==> config.mk <==
export PLATFORM = sky130hd
export DESIGN_NAME = diagnostic_code_table_sorter
export DESIGN_NICKNAME = d
export VERILOG_FILES = /design/src/sv/dcts_pkg.sv /design/src/sv/dcts_compare.sv /design/src/sv/diagnostic_code_table_sorter.sv
export SDC_FILE = /design/constraint.sdc
export NUM_CORES = 2
export LEC_CHECK = 0
export BUFFER_PORTS_ARGS = -buffer_cell sky130_fd_sc_hd__buf_2
export CAP_MARGIN = 30
export CORE_MARGIN = 2
export CORE_UTILIZATION = 25
export DETAILED_ROUTE_END_ITERATION = 10
export GPL_TIMING_DRIVEN = 0
export HOLD_SLACK_MARGIN = 0.02
export PLACE_DENSITY_LB_ADDON = 0.15
export SLEW_MARGIN = 25
export SYNTH_ARGS = -nofsm -noshare
export SYNTH_HDL_FRONTEND = slang
export SYNTH_SLANG_ARGS = --single-unit
==> constraint.sdc <==
create_clock -name i_clk -period 25.9 [get_ports i_clk]
set_input_delay 3.885 -clock i_clk [delete_from_list [all_inputs] [get_ports i_clk]]
set_output_delay 3.885 -clock i_clk [all_outputs]
set_load 0.01 [all_outputs]
==> src/sv/dcts_pkg.sv <==
// Package for the diagnostic code table sorter: entry type, action codes,
// lamp masks, rank function and ordering function. No dependencies.
`timescale 1ns / 1ps
package dcts_pkg;

    typedef enum logic [1:0] {
        ACT_HEADER = 2'd0,
        ACT_RECORD = 2'd1,
        ACT_OBD    = 2'd2,
        ACT_NONE   = 2'd3
    } t_action;

    typedef struct packed {
        logic        kind;
        logic [7:0]  lamps;
        logic [7:0]  source;
        logic [6:0]  count;
        logic [4:0]  mode;
        logic [18:0] spn;
        logic        pending;
        logic [15:0] code;
    } t_entry;

    localparam logic [7:0] LAMP_RED   = 8'h30;
    localparam logic [7:0] LAMP_MIL   = 8'hC0;
    localparam logic [7:0] LAMP_AMBER = 8'h0C;

    function automatic logic [1:0] rank_of(input t_entry e);
        logic [1:0] r;
        if (e.kind) r = e.pending ? 2'd3 : 2'd1;
        else if ((e.lamps & LAMP_RED) != 8'h00) r = 2'd0;
        else if ((e.lamps & LAMP_MIL) != 8'h00) r = 2'd1;
        else if ((e.lamps & LAMP_AMBER) != 8'h00) r = 2'd2;
        else r = 2'd3;
        return r;
    endfunction

    // Entry b should go ahead of entry a.
    function automatic logic goes_first(input t_entry a, input t_entry b);
        logic [1:0] ra;
        logic [1:0] rb;
        ra = rank_of(a);
        rb = rank_of(b);
        return (rb < ra) || ((rb == ra) && (b.count > a.count));
    endfunction

endpackage

==> src/sv/dcts_compare.sv <==
// Shared compare unit: decides whether the probe entry goes ahead of the
// anchor entry during the exchange sort. Uses dcts_pkg.
`timescale 1ns / 1ps
module dcts_compare (
    input  dcts_pkg::t_entry i_anchor,
    input  dcts_pkg::t_entry i_probe,
    output logic             o_swap
);
    assign o_swap = dcts_pkg::goes_first(i_anchor, i_probe);
endmodule

==> src/sv/diagnostic_code_table_sorter.sv <==
// Diagnostic code table sorter: fault table, exchange sort, list emission.
// Records are stored unless blank or out of room; the last record starts
// N*(N-1)/2 compare steps (one per cycle on the shared compare unit), then
// entries go out one at a time, each held until the consumer is ready. OBD
// report: search for the code, then a pending update, or an append and a
// sort; then emission. Synchronous active-low reset clears control.
`timescale 1ns / 1ps
module diagnostic_code_table_sorter #(
    parameter int TABLE_DEPTH = 16
) (
    input  logic        i_clk,
    input  logic        i_rst_n,
    input  logic        i_valid,
    output logic        o_ready,
    input  logic [1:0]  i_action,
    input  logic [7:0]  i_source_addr,
    input  logic [7:0]  i_lamp_byte,
    input  logic [10:0] i_frame_len,
    input  logic [31:0] i_record_word,
    input  logic        i_last_record,
    input  logic [15:0] i_obd_code,
    input  logic        i_obd_pending,
    input  logic        i_obd_mil,
    output logic        o_valid,
    input  logic        i_ready,
    output logic        o_entry_valid,
    output logic        o_entry_kind,
    output logic [18:0] o_suspect_number,
    output logic [4:0]  o_failure_mode,
    output logic [6:0]  o_occurrences,
    output logic [7:0]  o_entry_source,
    output logic [7:0]  o_entry_lamps,
    output logic [15:0] o_entry_obd_code,
    output logic        o_entry_pending,
    output logic        o_list_last
);
    localparam int IW = (TABLE_DEPTH > 1) ? $clog2(TABLE_DEPTH) : 1;
    localparam int CW = $clog2(TABLE_DEPTH + 1);

    typedef enum logic [2:0] {
        S_IDLE, S_SEARCH, S_SORT, S_EMIT, S_WAIT
    } t_state;

    // Table held in registers; the sort swaps at most one pair of entries per step.
    dcts_pkg::t_entry r_tab [TABLE_DEPTH];
    t_state      r_state;
    logic [CW-1:0] r_count;
    logic [10:0] r_offset, r_flen;
    logic [7:0]  r_src, r_lamps;
    logic [IW-1:0] r_i, r_j, r_k;
    logic [15:0] r_code;
    logic        r_pend, r_mil;
    logic        r_ovalid;
    dcts_pkg::t_entry r_out;
    logic        r_olast, r_oentry;

    logic w_swap;
    dcts_compare u_cmp (
        .i_anchor(r_tab[r_i]),
        .i_probe (r_tab[r_j]),
        .o_swap  (w_swap)
    );

    // Record decode.
    logic [7:0]  w_b0, w_b1, w_b2, w_b3;
    logic [18:0] w_spn;
    logic        w_fits, w_blank;
    dcts_pkg::t_entry w_rec;
    always_comb begin
        w_b0  = i_record_word[7:0];
        w_b1  = i_record_word[15:8];
        w_b2  = i_record_word[23:16];
        w_b3  = i_record_word[31:24];
        w_spn = {w_b2[7:5], w_b1, w_b0};
        w_fits = ({1'b0, r_offset} + 12'd4 <= {1'b0, r_flen});
        w_blank = (i_record_word == 32'hFFFF_FFFF)
               || (w_spn == 19'd0 && w_b2[4:0] == 5'd0 && w_b3[6:0] == 7'd0);
        w_rec = '0;
        w_rec.spn    = w_spn;
        w_rec.mode   = w_b2[4:0];
        w_rec.count  = w_b3[6:0];
        w_rec.source = r_src;
        w_rec.lamps  = r_lamps;
    end

    logic w_full;
    assign w_full  = (r_count == CW'(TABLE_DEPTH));
    assign o_ready = (r_state == S_IDLE);
    logic w_acc;
    assign w_acc = i_valid && o_ready;

    // Last index of the table, as index width.
    logic [IW-1:0] w_lastk;
    assign w_lastk = IW'(r_count - CW'(1));

    always_ff @(posedge i_clk) begin
        if (!i_rst_n) begin
            r_state  <= S_IDLE;
            r_count  <= '0;
            r_offset <= 11'd2;
            r_flen   <= '0;
            r_src    <= '0;
            r_lamps  <= '0;
            r_ovalid <= 1'b0;
            r_i <= '0;
            r_j <= '0;
            r_k <= '0;
        end else begin
            case (r_state)
                S_IDLE: begin
                    if (w_acc) begin
                        case (dcts_pkg::t_action'(i_action))
                            dcts_pkg::ACT_HEADER: begin
                                r_count  <= '0;
                                r_src    <= i_source_addr;
                                r_lamps  <= i_lamp_byte;
                                r_flen   <= i_frame_len;
                                r_offset <= 11'd2;
                            end
                            dcts_pkg::ACT_RECORD: begin
                                if (w_fits && !w_full) begin
                                    r_offset <= r_offset + 11'd4;
                                    if (!w_blank) begin
                                        r_tab[r_count[IW-1:0]] <= w_rec;
                                        r_count <= r_count + CW'(1);
                                    end
                                end
                                if (i_last_record) begin
                                    r_i <= '0;
                                    r_j <= IW'(1);
                                    r_state <= S_SORT;
                                end
                            end
                            dcts_pkg::ACT_OBD: begin
                                if (!w_full) begin
                                    r_code  <= i_obd_code;
                                    r_pend  <= i_obd_pending;
                                    r_mil   <= i_obd_mil;
                                    r_k     <= '0;
                                    r_state <= S_SEARCH;
                                end
                            end
                            default: ;
                        endcase
                    end
                end
                S_SEARCH: begin
                    // Walk entries one a cycle looking for the same OBD code.
                    if (r_count == '0 || {1'b0, r_k} >= r_count) begin
                        r_tab[r_count[IW-1:0]] <= '{kind: 1'b1,
                            lamps: r_mil ? dcts_pkg::LAMP_MIL : 8'h00,
                            source: 8'h00, count: 7'd0, mode: 5'd0,
                            spn: 19'd0, pending: r_pend, code: r_code};
                        r_count <= r_count + CW'(1);
                        r_i <= '0;
                        r_j <= IW'(1);
                        r_state <= S_SORT;
                    end else if (r_tab[r_k].kind && r_tab[r_k].code == r_code) begin
                        r_tab[r_k].pending <= r_pend;
                        r_k <= '0;
                        r_state <= S_EMIT;
                    end else begin
                        r_k <= r_k + IW'(1);
                    end
                end
                S_SORT: begin
                    // One compare-and-swap per cycle over pairs i < j.
                    if (r_count <= CW'(1) || {1'b0, r_i} >= r_count - CW'(1)) begin
                        r_k <= '0;
                        r_state <= S_EMIT;
                    end else begin
                        if (w_swap) begin
                            r_tab[r_i] <= r_tab[r_j];
                            r_tab[r_j] <= r_tab[r_i];
                        end
                        if (r_j == w_lastk) begin
                            r_i <= r_i + IW'(1);
                            r_j <= r_i + IW'(2);
                        end else begin
                            r_j <= r_j + IW'(1);
                        end
                    end
                end
                S_EMIT: begin
                    // Load one result into the output register.
                    r_ovalid <= 1'b1;
                    if (r_count == '0) begin
                        r_out    <= '0;
                        r_oentry <= 1'b0;
                        r_olast  <= 1'b1;
                    end else begin
                        r_out    <= r_tab[r_k];
                        r_oentry <= 1'b1;
                        r_olast  <= (r_k == w_lastk);
                    end
                    r_state <= S_WAIT;
                end
                S_WAIT: begin
                    if (i_ready) begin
                        r_ovalid <= 1'b0;
                        if (r_olast) begin
                            r_state <= S_IDLE;
                        end else begin
                            r_k <= r_k + IW'(1);
                            r_state <= S_EMIT;
                        end
                    end
                end
                default: r_state <= S_IDLE;
            endcase
        end
    end

    assign o_valid          = r_ovalid;
    assign o_entry_valid    = r_oentry;
    assign o_entry_kind     = r_out.kind;
    assign o_suspect_number = r_out.spn;
    assign o_failure_mode   = r_out.mode;
    assign o_occurrences    = r_out.count;
    assign o_entry_source   = r_out.source;
    assign o_entry_lamps    = r_out.lamps;
    assign o_entry_obd_code = r_out.code;
    assign o_entry_pending  = r_out.pending;
    assign o_list_last      = r_olast;

    // Output valid only while waiting on the consumer.
    a_valid_state: assert property (@(posedge i_clk) disable iff (!i_rst_n)
        o_valid |-> (r_state == S_WAIT)) else $error("valid outside wait");
    // Table never exceeds its depth.
    a_count: assert property (@(posedge i_clk) disable iff (!i_rst_n)
        r_count <= CW'(TABLE_DEPTH)) else $error("count overflow");
    // No input taken while a result is pending.
    a_busy: assert property (@(posedge i_clk) disable iff (!i_rst_n)
        o_valid |-> !o_ready) else $error("ready while emitting");
endmodule
==> flow_summary.yaml <==
yosys:
  ys_seq_elements: 1195
  async_flop_share_pct: 0
  yosys_warnings: 0
  synth_edf_count: 1125
  yosys-top-cells-count: "mux2i_1 (1165), edfxtp_1 (1125), mux4_2 (865)"
  synthTopCellsByArea: "edfxtp_1 (44%), mux4_2 (26%), mux2i_1 (15%), dfxtp_1 (1.8%), clkbuf_1 (1.7%)"
  synth_compound_area_share_pct: 4.158
  synthCells: 4831
  synth_ff_type: "edfxtp_1"
  synth_area_per_cell_um2: 15.77
  yosys.cell_types.count: 83
  synth_fa_ha_area_share_pct: 0.6240
  synthMuxAreaShare_pct: 42.21
  synth.largest_area_cell: "edfxtp_1"
  synth-simple-area-share_pct: 3.259
  yosysMostFrequentCell: "mux2i_1"
  synth_xor_area_share_pct: 0.4713
  syn_nets: 4953
  synth.top_cell.area_share_pct: 44.33
  synth_top_family_by_area: "multiplexers"
  syn_area_mm2: 0.07620
  yosysSeqAreaShare_pct: 46.17
clocking:
  clock_sinks: 1195
  cts_setup_buffers: 0
  h-tree-depth: 4
  clk_pin_slew_ns: 0.06
  numCtsBuffers: 160
  root_buffer: "clkbuf_16"
  tritoncts: "built"
  cts_resized: 0
  cts_hold_buf: 0
  cts.path.max_buffers: 4
  clk_latency_ns: 0.89
power_and_ir_drop:
  power-per-cell-area_mw_per_mm2: 58.22
  ir_worst_vdd_v: 0.00004931
  leakage_uw: 0.03617
drt:
  vias_per_cell: 5.745
  drtPass1Iterations: 5
  vias: 54950
  drc: 0
  ant_nets: 0
  drt_wl_total_um: 379700
  drt-initial-drc-count: 7713
  wl_per_cell_um: 39.70
finish:
  fin_util_pct: 30.12
  filler_cell_count: 30110
  drive_gt1_share_pct: 37.82
  multi_input_area_mm2: 0.03887
  fin_nets: 5587
  seq_area_mm2: 0.03518
  area_growth_pct: 19.79
worst_setup_path:
  crit_top_cell: "buf_2"
  crit_slowest_cell: "clkbuf_2"
  worstPathRequired_ns: 26.46
  cp_slowest_stage_delay_ns: 0.61
  worst_setup_path_start_kind: "register"
  critPathKind: "reg2reg"
  cp-end-kind: "register"
  arrival_ns: 11.59
  cp_max_fo: 10
placement:
  post-dp-hpwl_um: 275700
  place_congestion: 0.8555
  io_buffer_count: 151
  post-place-ws_ns: 15.23
global_routing:
  grt_overflow: 0
  grt_pass1_wl_um: 502400
  grt_max_degree: 21
  antenna_found_initial: 18
  grt_pass1_vias: 54360
  grtUsageTotal_pct: 24.05
timing:
  period_share_pct: 42.56
  min_period_ns: 11.02
  drv_slew: 0
  skew_ns: 0.1063
  slew-limit-headroom_pct: 27.49
  finalHoldViolCount: 0
  worstMarginPinSlew_ns: 1.088
  rsz0062_at_grt: "no"
  timing.hold.ws_ns: 0.4508
  finalWorstSetupSlack_ns: 14.88
  fmax_ghz: 0.09071
  setup_viol: 0
floorplan:
  dieArea_mm2: 0.3092
  rows: 202
  core_area_mm2: 0.3030
  start_util_pct: 25.14
  ioPinCount: 153
  die_w_um: 556.1
  die_h_um: 556.1
status:
  status: "complete, no violations"
flow_run:
  drv_cap: 0
min_path:
  min_path_type: "reg2reg"
[through the flow]
step	cells	cell area, µm²	TNS [ns]	power, µW
floorplan	4831	76200	0	2800
finish	9564	91280	0	5314
detailed placement	9277	86440	0	3189
global placement	8960	81930	-1825.67	3161
global route	9559	91260	0	5458
CTS	9553	91210	0	5340
[worst paths after layout]
path / cells after the start / slack, ns / endpoint / from
min reg2reg: 1 / 0.45 / r_offset[1] / r_offset[1]
max reg2reg: 30 / 14.88 / r_tab[14][49] / register
min: 1 / 0.45 / r_offset[1] / r_offset[1]
max: 30 / 14.88 / r_tab[14][49] / register
[layer usage]
| metal | GRT usage (%) | vias up | share of wire (%) |
|---|---|---|---|
| met5 | 0.2657 | - | 0.055 |
| met4 | 10.00 | 16 | 4.6 |
| met3 | 4.739 | 681 | 8.5 |
| met2 | 36.78 | 3143 | 45 |
| met1 | 33.13 | 29780 | 42 |
| li1 | - | 21330 | - |
[flip-flops by register name, summed over array words and instances, names as in the netlist, 8 cells and up, named ones only]
name / cells
o_entry_lamps: 8
r_code: 16
r_src: 8
r_lamps: 8
r_offset: 10
o_suspect_number: 19
o_entry_obd_code: 16
r_flen: 11
r_tab: 1040
o_entry_source: 8
[cell families (layout without fill, tap and decap cells)]
| group | Yosys count | after routing |
|---|---|---|
| adders and majority gates | 38 | 38 |
| muxes | 2115 | 2115 |
| DFF | 1195 | 1195 |
| xor gates and xnor gates | 41 | 41 |
| and+or+nand+nor | 494 | 494 |
| other | 0 | 7 |
| AOI/OAI and AO/OA | 372 | 372 |
| buffers and inverters | 576 | 1324 |
[report_power, final]
| part | internal [µW] | switching (µW) |
|---|---|---|
| registers | 2150 | 16.3 |
| logic | 411 | 582 |
| clock network | 1220 | 933 |
| total | 3780 | 1530 |
[worst max-delay path: cells and delay by family (launching register included)]
| family | cells | cell delay [ns] |
|---|---|---|
| adders and majority gates | 1 | 0.38 |
| DFF | 1 | 0.32 |
| muxes | 2 | 0.72 |
| buffers and inverters | 18 | 6.61 |
| and+or+nand+nor | 5 | 1.33 |
| AOI/OAI and AO/OA | 4 | 1.32 |
[layout make-up]
| cell class | instances | area share (%) |
|---|---|---|
| Buffer | 543 | 2.879 |
| Clock inverter | 72 | 0.5703 |
| Clock buffer | 204 | 4.661 |
| Sequential cell | 1195 | 38.55 |
| Antenna cell | 7 | 0.01919 |
| Tap cell | 3978 | 5.453 |
| Timing Repair Buffer | 472 | 5.149 |
| Inverter | 33 | 0.1357 |
| Multi-Input combinational cell | 3060 | 42.59 |
[cell usage in the layout, fill, tap and decap left out, types with 30 or more instances in the layout]
cell	instances
mux4_2	865
edfxtp_1	1125
buf_6	105
mux2i_1	1165
inv_1	30
buf_12	35
a21oi_1	69
clkbuf_2	209
clkbuf_16	164
a31oi_4	39
nand3_1	33
a22oi_1	30
buf_8	39
ha_1	38
buf_2	372
mux2_2	81
and2_1	104
o21ai_1	65
clkbuf_1	177
nor2_1	66
clkinv_1	35
dfxtp_1	70
buf_4	81
nand2_1	178
No activity file was read; power rests on OpenSTA's default activity.
